$ cat src/sv/tilt_compass_heading_core_defines.svh
// Assertion helpers for the heading core
`ifndef TILT_COMPASS_HEADING_CORE_DEFINES_SVH
`define TILT_COMPASS_HEADING_CORE_DEFINES_SVH

// cons must hold in the same cycle as ante
`define TCH_ASSERT_SAME(label, ante, cons) \
    label: assert property (@(posedge clk) disable iff (!rst_n) (ante) |-> (cons)) \
        else $error("same-cycle check failed");

// cons must hold in the cycle after ante
`define TCH_ASSERT_NEXT(label, ante, cons) \
    label: assert property (@(posedge clk) disable iff (!rst_n) (ante) |=> (cons)) \
        else $error("next-cycle check failed");

`endif

$ cat src/sv/tch_pkg.sv
`timescale 1ns / 1ps

package tch_pkg;

    localparam int CFG_IDX_W  = 3;
    localparam int CFG_DATA_W = 16;
    localparam int CAL_W      = 16;
    localparam int EAST_W     = 32;

    typedef enum logic [CFG_IDX_W-1:0] {
        REG_MIN_X,
        REG_MIN_Y,
        REG_MIN_Z,
        REG_MAX_X,
        REG_MAX_Y,
        REG_MAX_Z,
        REG_CAL_VALID,
        REG_SENSORS
    } cfg_reg_t;

    localparam int          CAL_SPAN        = 2000;
    localparam logic [1:0]  BOTH_SENSORS    = 2'd3;
    localparam int          MAG_PRESENT_BIT = 0;

    localparam int CORDIC_STEPS = 28;
    localparam int CORDIC_PRE   = 24;
    localparam int CORDIC_LAT   = CORDIC_STEPS + 2;
    localparam int CROSS_LAT    = 2;

    localparam logic [31:0] ATAN_TURNS [CORDIC_STEPS] = '{
        32'h20000000, 32'h12E4051E, 32'h09FB385B, 32'h051111D4, 32'h028B0D43,
        32'h0145D7E1, 32'h00A2F61E, 32'h00517C55, 32'h0028BE53, 32'h00145F2F,
        32'h000A2F98, 32'h000517CC, 32'h00028BE6, 32'h000145F3, 32'h0000A2FA,
        32'h0000517D, 32'h000028BE, 32'h0000145F, 32'h00000A30, 32'h00000518,
        32'h0000028C, 32'h00000146, 32'h000000A3, 32'h00000051, 32'h00000029,
        32'h00000014, 32'h0000000A, 32'h00000005
    };

    typedef struct packed {
        logic signed [CAL_W-1:0] lo;
        logic signed [CAL_W-1:0] hi;
        logic                    cal_valid;
    } lane_cfg_t;

    // raw minus center; center lies between the bounds, within +-2^15
    function automatic int diff_w(input int sb);
        return ((sb > 18) ? sb : 18) + 1;
    endfunction

    // diff times 2000 (< 2^11)
    function automatic int num_w(input int sb);
        return diff_w(sb) + 11;
    endfunction

    function automatic int cal_latency(input int sb);
        return num_w(sb) + 4;
    endfunction

endpackage

$ cat src/sv/tch_cal_lane.sv
`timescale 1ns / 1ps

module tch_cal_lane #(
    parameter int SB = 16
) (
    input  logic                  clk,
    input  logic                  en,
    input  logic signed [SB-1:0]  raw,
    input  tch_pkg::lane_cfg_t    cfg,
    output logic signed [SB-1:0]  cal
);

    localparam int DIFW = tch_pkg::diff_w(SB);
    localparam int NUMW = tch_pkg::num_w(SB);
    localparam logic signed [NUMW-1:0] SCALE   = NUMW'(tch_pkg::CAL_SPAN);
    localparam logic [NUMW-1:0]        TOP_MAG = NUMW'((1 << (SB - 1)) - 1);
    localparam logic signed [SB-1:0]   SAT_HI  = SB'((1 << (SB - 1)) - 1);
    localparam logic signed [SB-1:0]   SAT_LO  = $signed({1'b1, {(SB - 1){1'b0}}});

    logic signed [16:0]     span_c;
    logic signed [16:0]     half_c;
    logic signed [17:0]     cen_c;
    logic signed [16:0]     span0_reg;
    logic signed [17:0]     cen0_reg;
    logic signed [SB-1:0]   raw0_reg;

    logic signed [DIFW-1:0] diff_c;
    logic signed [NUMW-1:0] num_c;
    logic signed [NUMW-1:0] num1_reg;
    logic signed [16:0]     span1_reg;
    logic signed [SB-1:0]   raw1_reg;

    logic [NUMW-1:0]        nm_c;
    logic [15:0]            dm_c;

    logic [NUMW-1:0]        nm_q   [NUMW+1];
    logic [15:0]            dm_q   [NUMW+1];
    logic [15:0]            rem_q  [NUMW+1];
    logic [NUMW-1:0]        quo_q  [NUMW+1];
    logic                   neg_q  [NUMW+1];
    logic                   zero_q [NUMW+1];
    logic signed [SB-1:0]   raw_q  [NUMW+1];

    logic [NUMW-1:0]        qm_c;
    logic signed [SB-1:0]   sat_c;
    logic signed [SB-1:0]   cal_reg;

    // span and center, halving truncates toward zero
    always_comb
    begin
        span_c = 17'(cfg.hi) - 17'(cfg.lo);
        half_c = (span_c + $signed({16'd0, span_c[16]})) >>> 1;
        cen_c  = 18'(half_c) + 18'(cfg.lo);
    end

    always_ff @(posedge clk)
    begin
        if (en)
        begin
            span0_reg <= span_c;
            cen0_reg  <= cen_c;
            raw0_reg  <= raw;
        end
    end

    always_comb
    begin
        diff_c = DIFW'(raw0_reg) - DIFW'(cen0_reg);
        num_c  = NUMW'(diff_c) * SCALE;
    end

    always_ff @(posedge clk)
    begin
        if (en)
        begin
            num1_reg  <= num_c;
            span1_reg <= span0_reg;
            raw1_reg  <= raw0_reg;
        end
    end

    // sign-magnitude split for the unsigned divider
    always_comb
    begin
        nm_c = num1_reg[NUMW-1] ? NUMW'(-num1_reg) : NUMW'(num1_reg);
        dm_c = span1_reg[16] ? 16'(-span1_reg) : 16'(span1_reg);
    end

    always_ff @(posedge clk)
    begin
        if (en)
        begin
            nm_q[0]   <= nm_c;
            dm_q[0]   <= dm_c;
            rem_q[0]  <= '0;
            quo_q[0]  <= '0;
            neg_q[0]  <= num1_reg[NUMW-1] ^ span1_reg[16];
            zero_q[0] <= (span1_reg == '0);
            raw_q[0]  <= raw1_reg;
        end
    end

    // one quotient bit per stage
    genvar k;
    generate
        for (k = 0; k < NUMW; k++)
        begin : g_div
            logic [16:0] trial_c;
            logic        ge_c;

            always_comb
            begin
                trial_c = {rem_q[k], nm_q[k][NUMW-1]};
                ge_c    = (trial_c >= {1'b0, dm_q[k]});
            end

            always_ff @(posedge clk)
            begin
                if (en)
                begin
                    rem_q[k+1]  <= ge_c ? 16'(trial_c - {1'b0, dm_q[k]}) : trial_c[15:0];
                    quo_q[k+1]  <= {quo_q[k][NUMW-2:0], ge_c};
                    nm_q[k+1]   <= nm_q[k] << 1;
                    dm_q[k+1]   <= dm_q[k];
                    neg_q[k+1]  <= neg_q[k];
                    zero_q[k+1] <= zero_q[k];
                    raw_q[k+1]  <= raw_q[k];
                end
            end
        end
    endgenerate

    always_comb
    begin
        qm_c = quo_q[NUMW];
        if (zero_q[NUMW])
            sat_c = '0;
        else if (neg_q[NUMW])
            sat_c = (qm_c > TOP_MAG + 1'b1) ? SAT_LO : -$signed(SB'(qm_c));
        else
            sat_c = (qm_c > TOP_MAG) ? SAT_HI : $signed(SB'(qm_c));
    end

    always_ff @(posedge clk)
    begin
        if (en)
            cal_reg <= cfg.cal_valid ? sat_c : raw_q[NUMW];
    end

    assign cal = cal_reg;

endmodule

$ cat config.mk
export PLATFORM = sky130hd
export DESIGN_NAME = tch_cal_lane
export DESIGN_NICKNAME = d
export VERILOG_FILES = /design/src/sv/tilt_compass_heading_core_defines.svh /design/src/sv/tch_pkg.sv /design/src/sv/tch_cal_lane.sv
export SDC_FILE = /design/constraint.sdc
export NUM_CORES = 2
export LEC_CHECK = 0
export BUFFER_PORTS_ARGS = -buffer_cell sky130_fd_sc_hd__buf_2
export CAP_MARGIN = 5
export CORE_ASPECT_RATIO = 0.7
export CORE_MARGIN = 5
export CORE_UTILIZATION = 25
export CTS_BUF_LIST = sky130_fd_sc_hd__clkbuf_4
export CTS_CLUSTER_DIAMETER = 100
export DETAILED_ROUTE_END_ITERATION = 10
export GPL_TIMING_DRIVEN = 0
export PLACE_DENSITY = 0.47
export SYNTH_ARGS = -nofsm -noshare
export SYNTH_HDL_FRONTEND = slang
export SYNTH_SLANG_ARGS = --single-unit
$ cat constraint.sdc
create_clock -name clk -period 6.4 [get_ports clk]
set_input_delay 0.32 -clock clk [delete_from_list [all_inputs] [get_ports clk]]
set_output_delay 0.32 -clock clk [all_outputs]
set_load 0.005 [all_outputs]
; ---- Word level (Yosys, flattened, before mapping)
; Memory sizes are Yosys's and may differ from the RTL's.
; Cells that the tools add are included.
[classes]
addsub = 37
n_mul = 1
n_lt_le_gt_ge = 32
muxes = 39
bitwise_logic = 1
reduce_logical = 1
[ops]
columns = cell, n
row1 = 16-bit 2-to-1 mux, 36
row2 = 17-bit by 16-bit greater-or-equal comparator with 1-bit output, 30
row3 = 16-bit subtractor, 30
row4 = 16-bit negation, 2
row5 = "30-bit by 15-bit > comparator with 1-bit output, second input constant", 1
row6 = "30-bit by 16-bit > comparator with 1-bit output, second input constant", 1
row7 = 30-bit 2-to-1 mux, 1
row8 = 30-bit negation, 1
row9 = "18-bit by 8-bit multiplier with 26-bit output, second input constant", 1
row10 = 16-bit by 17-bit subtractor with 18-bit output, 1
row11 = 16-bit by 16-bit adder with 17-bit output, 1
row12 = 17-bit by 2-bit adder with 17-bit output, 1
row13 = 17-bit zero test, 1
row14 = 16-bit by 16-bit subtractor with 17-bit output, 1
row15 = 1-bit 2-to-1 mux, 2
row16 = 1-bit XOR, 1
[totals]
regBits = 125
ramBits = 3410
inputBits = 51
elab_cells = 125
n_memories = 7
[mem_list]
columns = memory, words, width, rd, rd_clocked_by_memory_dff, write_ports, line
row1 = nm_q, 31, 30, 30, 0, 31, tch_cal_lane.sv:36  ; logic [NUMW-1:0] nm_q [NUMW+1];
row2 = quo_q, 31, 30, 31, 0, 31, tch_cal_lane.sv:39  ; logic [NUMW-1:0] quo_q [NUMW+1];
row3 = dm_q, 31, 16, 30, 0, 31, tch_cal_lane.sv:37  ; logic [15:0] dm_q [NUMW+1];
row4 = raw_q, 31, 16, 31, 0, 31, tch_cal_lane.sv:42  ; logic signed [SB-1:0] raw_q [NUMW+1];
row5 = rem_q, 31, 16, 30, 0, 31, tch_cal_lane.sv:38  ; logic [15:0] rem_q [NUMW+1];
row6 = neg_q, 31, 1, 31, 0, 31, tch_cal_lane.sv:40  ; logic neg_q [NUMW+1];
row7 = +1 memories, --, --, --, --, --, --

; ---- Depth between registers and ports, before layout
; An unclocked memory read counts as a cell.
[depth]
ltp_word = 6
ltp_mapped = 28
ltp_nobuf = 28

; ---- Least setup slack after synthesis
; Ideal clock, no wire load.
[synth_path]
kind = reg2reg
startpoint = register cen0_reg[0]
endpoint = register num1_reg[29] (data pin)
arrival_ns = 6.226
required_ns = 6.129
setup_slack_ns = -0.097
stages_incl_launch_ff = 27
period_less_slack_ns = 6.497
path_cell_list = edfxtp_1 > ha_1 > fa_1 > nor2b_1 > o31a_1 > o21ai_0 > a211oi_1 > a311oi_1 > xnor2_1 > xnor2_1 > xor2_1 > fa_1 > inv_1 > fa_1 > inv_1 > fa_1 > inv_1 > ha_1 > or2_2 > a21oi_1 > nor2b_1 > o211a_1 > nand2_1 > o21ai_0 > o221ai_1 > o21ai_0 > xor2_1
[synth_between]
elab_chain_len = 2
[synth_lines]
columns = item, line
row1 = from (decl), tch_cal_lane.sv:24  ; logic signed [17:0] cen0_reg;
row2 = from (signal assigned), tch_cal_lane.sv:61  ; cen0_reg <= cen_c;
row3 = 16-bit by 17-bit subtractor with 18-bit output, tch_cal_lane.sv:68  ; diff_c = DIFW'(raw0_reg) - DIFW'(cen0_reg);
row4 = 18-bit by 8-bit multiplier with 26-bit output, tch_cal_lane.sv:69  ; num_c = NUMW'(diff_c) * SCALE;
row5 = net num_c[29], tch_cal_lane.sv:28  ; logic signed [NUMW-1:0] num_c;
row6 = to (signal assigned), tch_cal_lane.sv:76  ; num1_reg <= num_c;
row7 = to (decl), tch_cal_lane.sv:29  ; logic signed [NUMW-1:0] num1_reg;
; The timed path passes the listed nets, and every way through them passes these cells.
; A chain may end at the register's enable or synchronous reset.

; ---- Worst setup path in the final report
[layout_path]
startpoint = register cen0_reg[0]
endpoint = register num1_reg[27] (data pin)
; Same word-level chain as after synthesis.

==> results.txt <==
----------------------------------------------------
[Outcome]
  Result of the run ... finished, violations left
  Failing checks ... negative setup slack

[Route]
  DRT Pass-1 Iters ... 6
  Average wire per cell in the routed design ... 14.8 um
  Final Routed Wirelength ... 210000 um
  Residual DRC ... 0
  First DRT Iteration DRCs ... around 4600
  Count of vias placed by the detailed router ... 59600
  Residual antenna-violating net count after detailed routing ... 0
  Via-per-instance ratio ... around 4.2

[STA]
  Number of setup violations in the final report ... 9
  Post-route clock period utilization ... 109%
  Worst Tran Pin Value ... 1.20 ns
  Fin Clk Skew ... 0.108 ns
  Min setup slack post-route ... -0.546 ns
  Worst slew margin relative to its limit ... 19.3%
  Final min period ... 6.95 ns
  Number of pins exceeding their max-slew limit in the final report ... 0
  Maximum clock frequency ... 144 MHz
  Post-Route Setup TNS ... -3.19 ns
  Setup repair after global routing missed its margin ... yes
  Final number of hold-violating endpoints ... 0

[Critical path]
  Nature of the critical path startpoint ... flop
  CP arrival ... 7.87 ns
  CP Class ... flop to flop
  WP data required ... 7.33 ns
  Crit. End Element ... flop
  Cell type of the slowest stage on the worst timing path ... edfxtp_1
  CP Max Fanout ... 3
  Slowest Stage Delay on Critical Path ... 0.75 ns

[Logic synthesis]
  Yosys reg bits ... 2443
  Post-synthesis instance area ... 106000 um^2
  Portion of the post-synthesis area used by sequential elements ... 69.0%
  Mean instance size in the synthesized netlist ... 14.6 um^2
  Fraction of registers with async set/reset ... 0%
  Post-synth EDFFs ... 2443
  Yosys Warn Count ... 0
  Gate count after technology mapping ... just over 7000
  Main flop type after synthesis ... edfxtp_1
  Synth Net Count ... 7979
  Unique cell type count in the Yosys netlist ... between 70 and 80

[Global routing]
  Largest net degree at the start of global routing ... ~180
  First-pass GRT wire length ... around 330000 um
  Total routing resource utilization after global routing ... 9.24%
  Number of antenna violations at the first check in global routing ... 18
  Grt ovf ... 0
  Number of global-route vias before repair ... ~59000

[Final layout]
  Number of nets in the finished design ... 8826
  Share of cells above drive strength 1 ... roughly 16%
  Non-filler cells in the finished layout ... 14200
  Register bank with the most flops ... raw_q
  Largest registers ... raw_q x496, dm_q x480, quo_q x465
  Area of all placed cells without fillers ... 124000 um^2
  Number of filler instances in the final layout ... approximately 43000
  Max FFs per register ... 496
  Area growth syn-to-layout ... 16.5%
  Core Util, Final ... approximately 30%

[Placed design]
  Port bufs ... 65
  DP Area ... 114000 um^2
  HPWL after detailed placement ... 144000 um
  Placed instance count ... 13000
  Last weighted congestion value of the routability-driven placer ... about 0.85

[Clocking]
  Clock tree sinks ... 2443
  TritonCTS clock tree ... done
  Deepest level of the CTS H-tree ... 6
  Bufs on Longest Clock Path ... 4
  Root Buffer ... clkbuf_4
  Clock latency on the worst-skew pair ... 1.29 ns
  TritonCTS Buffers ... 614
  Clock-pin slew of the registers on the worst-case setup and hold paths ... roughly 0.06 ns

[Floorplanning]
  Die extent in y ... 556 um
  Number of placement rows ... 200
  Area of the die ... 439000 um^2
  Core region area ... 424000 um^2
  I/O Pins ... 67
  Initial core utilization ... 25.1%
  Horizontal die dimension ... 790 um

[Flow run]
  Max-cap viol count ... 0

[Hold path]
  Hold WC Path Type ... primary input to flop

----------------------------------------------------
worst paths after layout:
check | startpoint | end | slack [ns] | cells past startpoint
worst max-delay path | cen0_reg[0] | num1_reg[27] | -0.55 | 31
worst min-delay path | en | cen0_reg[12] | 0.28 | 3
worst max register to register | cen0_reg[0] | num1_reg[27] | -0.55 | 31
worst min register to register | neg_q[23] | neg_q[24] | 0.36 | 0
final cells by class:
cell class | instances | area [um^2] | share of cell area (%)
clock inverters | 181 | 1270 | 1.03
diodes | 9 | 22.5 | 0.0182
flip-flops and latches | 2443 | 73400 | 59.2
multi-input cells | 3935 | 30300 | 24.4
plain buffers | 68 | 269 | 0.217
repair buffers | 231 | 2190 | 1.77
well taps | 5656 | 7080 | 5.71
inverters | 820 | 3080 | 2.49
clock buffers | 849 | 6370 | 5.14
what timing repair did:
action                                 in CTS  in global routing
setup buffers                              34                 18
setup endpoints to repair                  14                 15
endpoints found under the hold margin     245                  0
gates resized for setup                    76                 44
pin swaps                                  43                 48
gates cloned                                0                  0
hold buffers                               99                  0
cells in the final DEF, fill, tap and decap left out, types with 27 or more instances in the layout:
cell / count
a211oi_1: 55
a21o_1: 132
a21oi_1: 293
a31oi_1: 34
buf_2: 75
buf_4: 44
clkbuf_1: 55
clkbuf_4: 849
clkinv_1: 113
dlygate4sd3_1: 98
edfxtp_1: 2443
fa_1: 88
ha_1: 563
inv_1: 807
mux2_2: 169
mux2i_1: 38
nand2_1: 440
nand2b_1: 63
nand3_1: 93
nand4_1: 95
nor2_1: 260
nor2b_1: 91
nor3_1: 134
nor4_1: 37
o21a_1: 58
o21ai_0: 373
o22ai_1: 27
o31ai_1: 47
or3_1: 68
xnor2_1: 250
xor2_1: 167
per-stage QoR:
| stage | hold slack (ns) | setup WS, ns |
|---|---|---|
| after floorplan | 0.400 | 0.0101 |
| after global placement | 0.401 | -34.41 |
| after detailed placement | 0.405 | -1.53 |
| after CTS | 0.00876 | -0.386 |
| after global routing | 0.123 | -0.688 |
| final | 0.280 | -0.546 |
logic make-up after synthesis:
| family | Yosys count | synth area share, % |
|---|---|---|
| AOI/OAI and AO/OA | 1235 | 7.33 |
| adders and majority gates | 664 | 8.44 |
| muxes | 207 | 2.15 |
| DFF | 2443 | 69.0 |
| buffers and inverters | 888 | 3.15 |
| xor gates and xnor gates | 436 | 3.61 |
| and+or+nand+nor | 1393 | 6.35 |
routing by layer:
| metal | up-vias | GRT usage, % | part of all wire [%] |
|---|---|---|---|
| li1 | 29000 | - | - |
| met1 | 28700 | 14.0 | 51 |
| met2 | 1527 | 12.6 | 40 |
| met3 | 396 | 2.20 | 5.8 |
| met4 | 12 | 3.40 | 2.6 |
| met5 | - | 0 | 0.036 |
critical path: cells and delay by family, from the launching register on:
family                     cells  cell delay, ns
adders and majority gates      6            2.28
xor gates and xnor gates       4            0.55
and+or+nand+nor                4            0.47
DFF                            1            0.75
buffers and inverters          8            0.83
AOI/OAI and AO/OA              9            1.79
cell usage after synthesis, types with 6 or more instances:
library cell | n | area [um^2]
mux2i_1 | 38 | 380
o311ai_0 | 7 | 61.3
nor3_1 | 134 | 671
and2_1 | 19 | 119
nor2b_1 | 96 | 601
a21o_1 | 133 | 998
and4_1 | 12 | 105
o22ai_1 | 27 | 169
o21ai_1 | 6 | 30.0
ha_1 | 573 | 7170
edfxtp_1 | 2443 | 73400
o31a_1 | 18 | 158
nand4_1 | 95 | 594
a221oi_1 | 17 | 149
buf_2 | 11 | 55.1
or2_2 | 24 | 150
nor4_1 | 38 | 238
and3_1 | 16 | 100
inv_1 | 819 | 3070
a31oi_1 | 35 | 219
nand2_1 | 442 | 1660
a21boi_0 | 22 | 165
fa_1 | 89 | 1780
a211o_1 | 7 | 61.3
mux2_2 | 169 | 1900
nand3_1 | 93 | 465
o211ai_1 | 6 | 45.0
o21ba_2 | 13 | 130
o21ai_0 | 381 | 1910
o41ai_1 | 18 | 158
or3_1 | 71 | 444
o221a_2 | 16 | 180
nor3b_1 | 12 | 90.1
o21a_1 | 58 | 435
clkbuf_1 | 55 | 206
nand2b_1 | 63 | 394
o31ai_1 | 48 | 360
xor2_1 | 172 | 1510
xnor2_1 | 262 | 2290
a21oi_1 | 297 | 1490
a211oi_1 | 58 | 435
a2bb2oi_1 | 13 | 114
nor2_1 | 262 | 983
o21bai_1 | 19 | 143
Power is not shown: default switching activity piles up to over one toggle a cycle in this logic, so the estimate is an artifact.
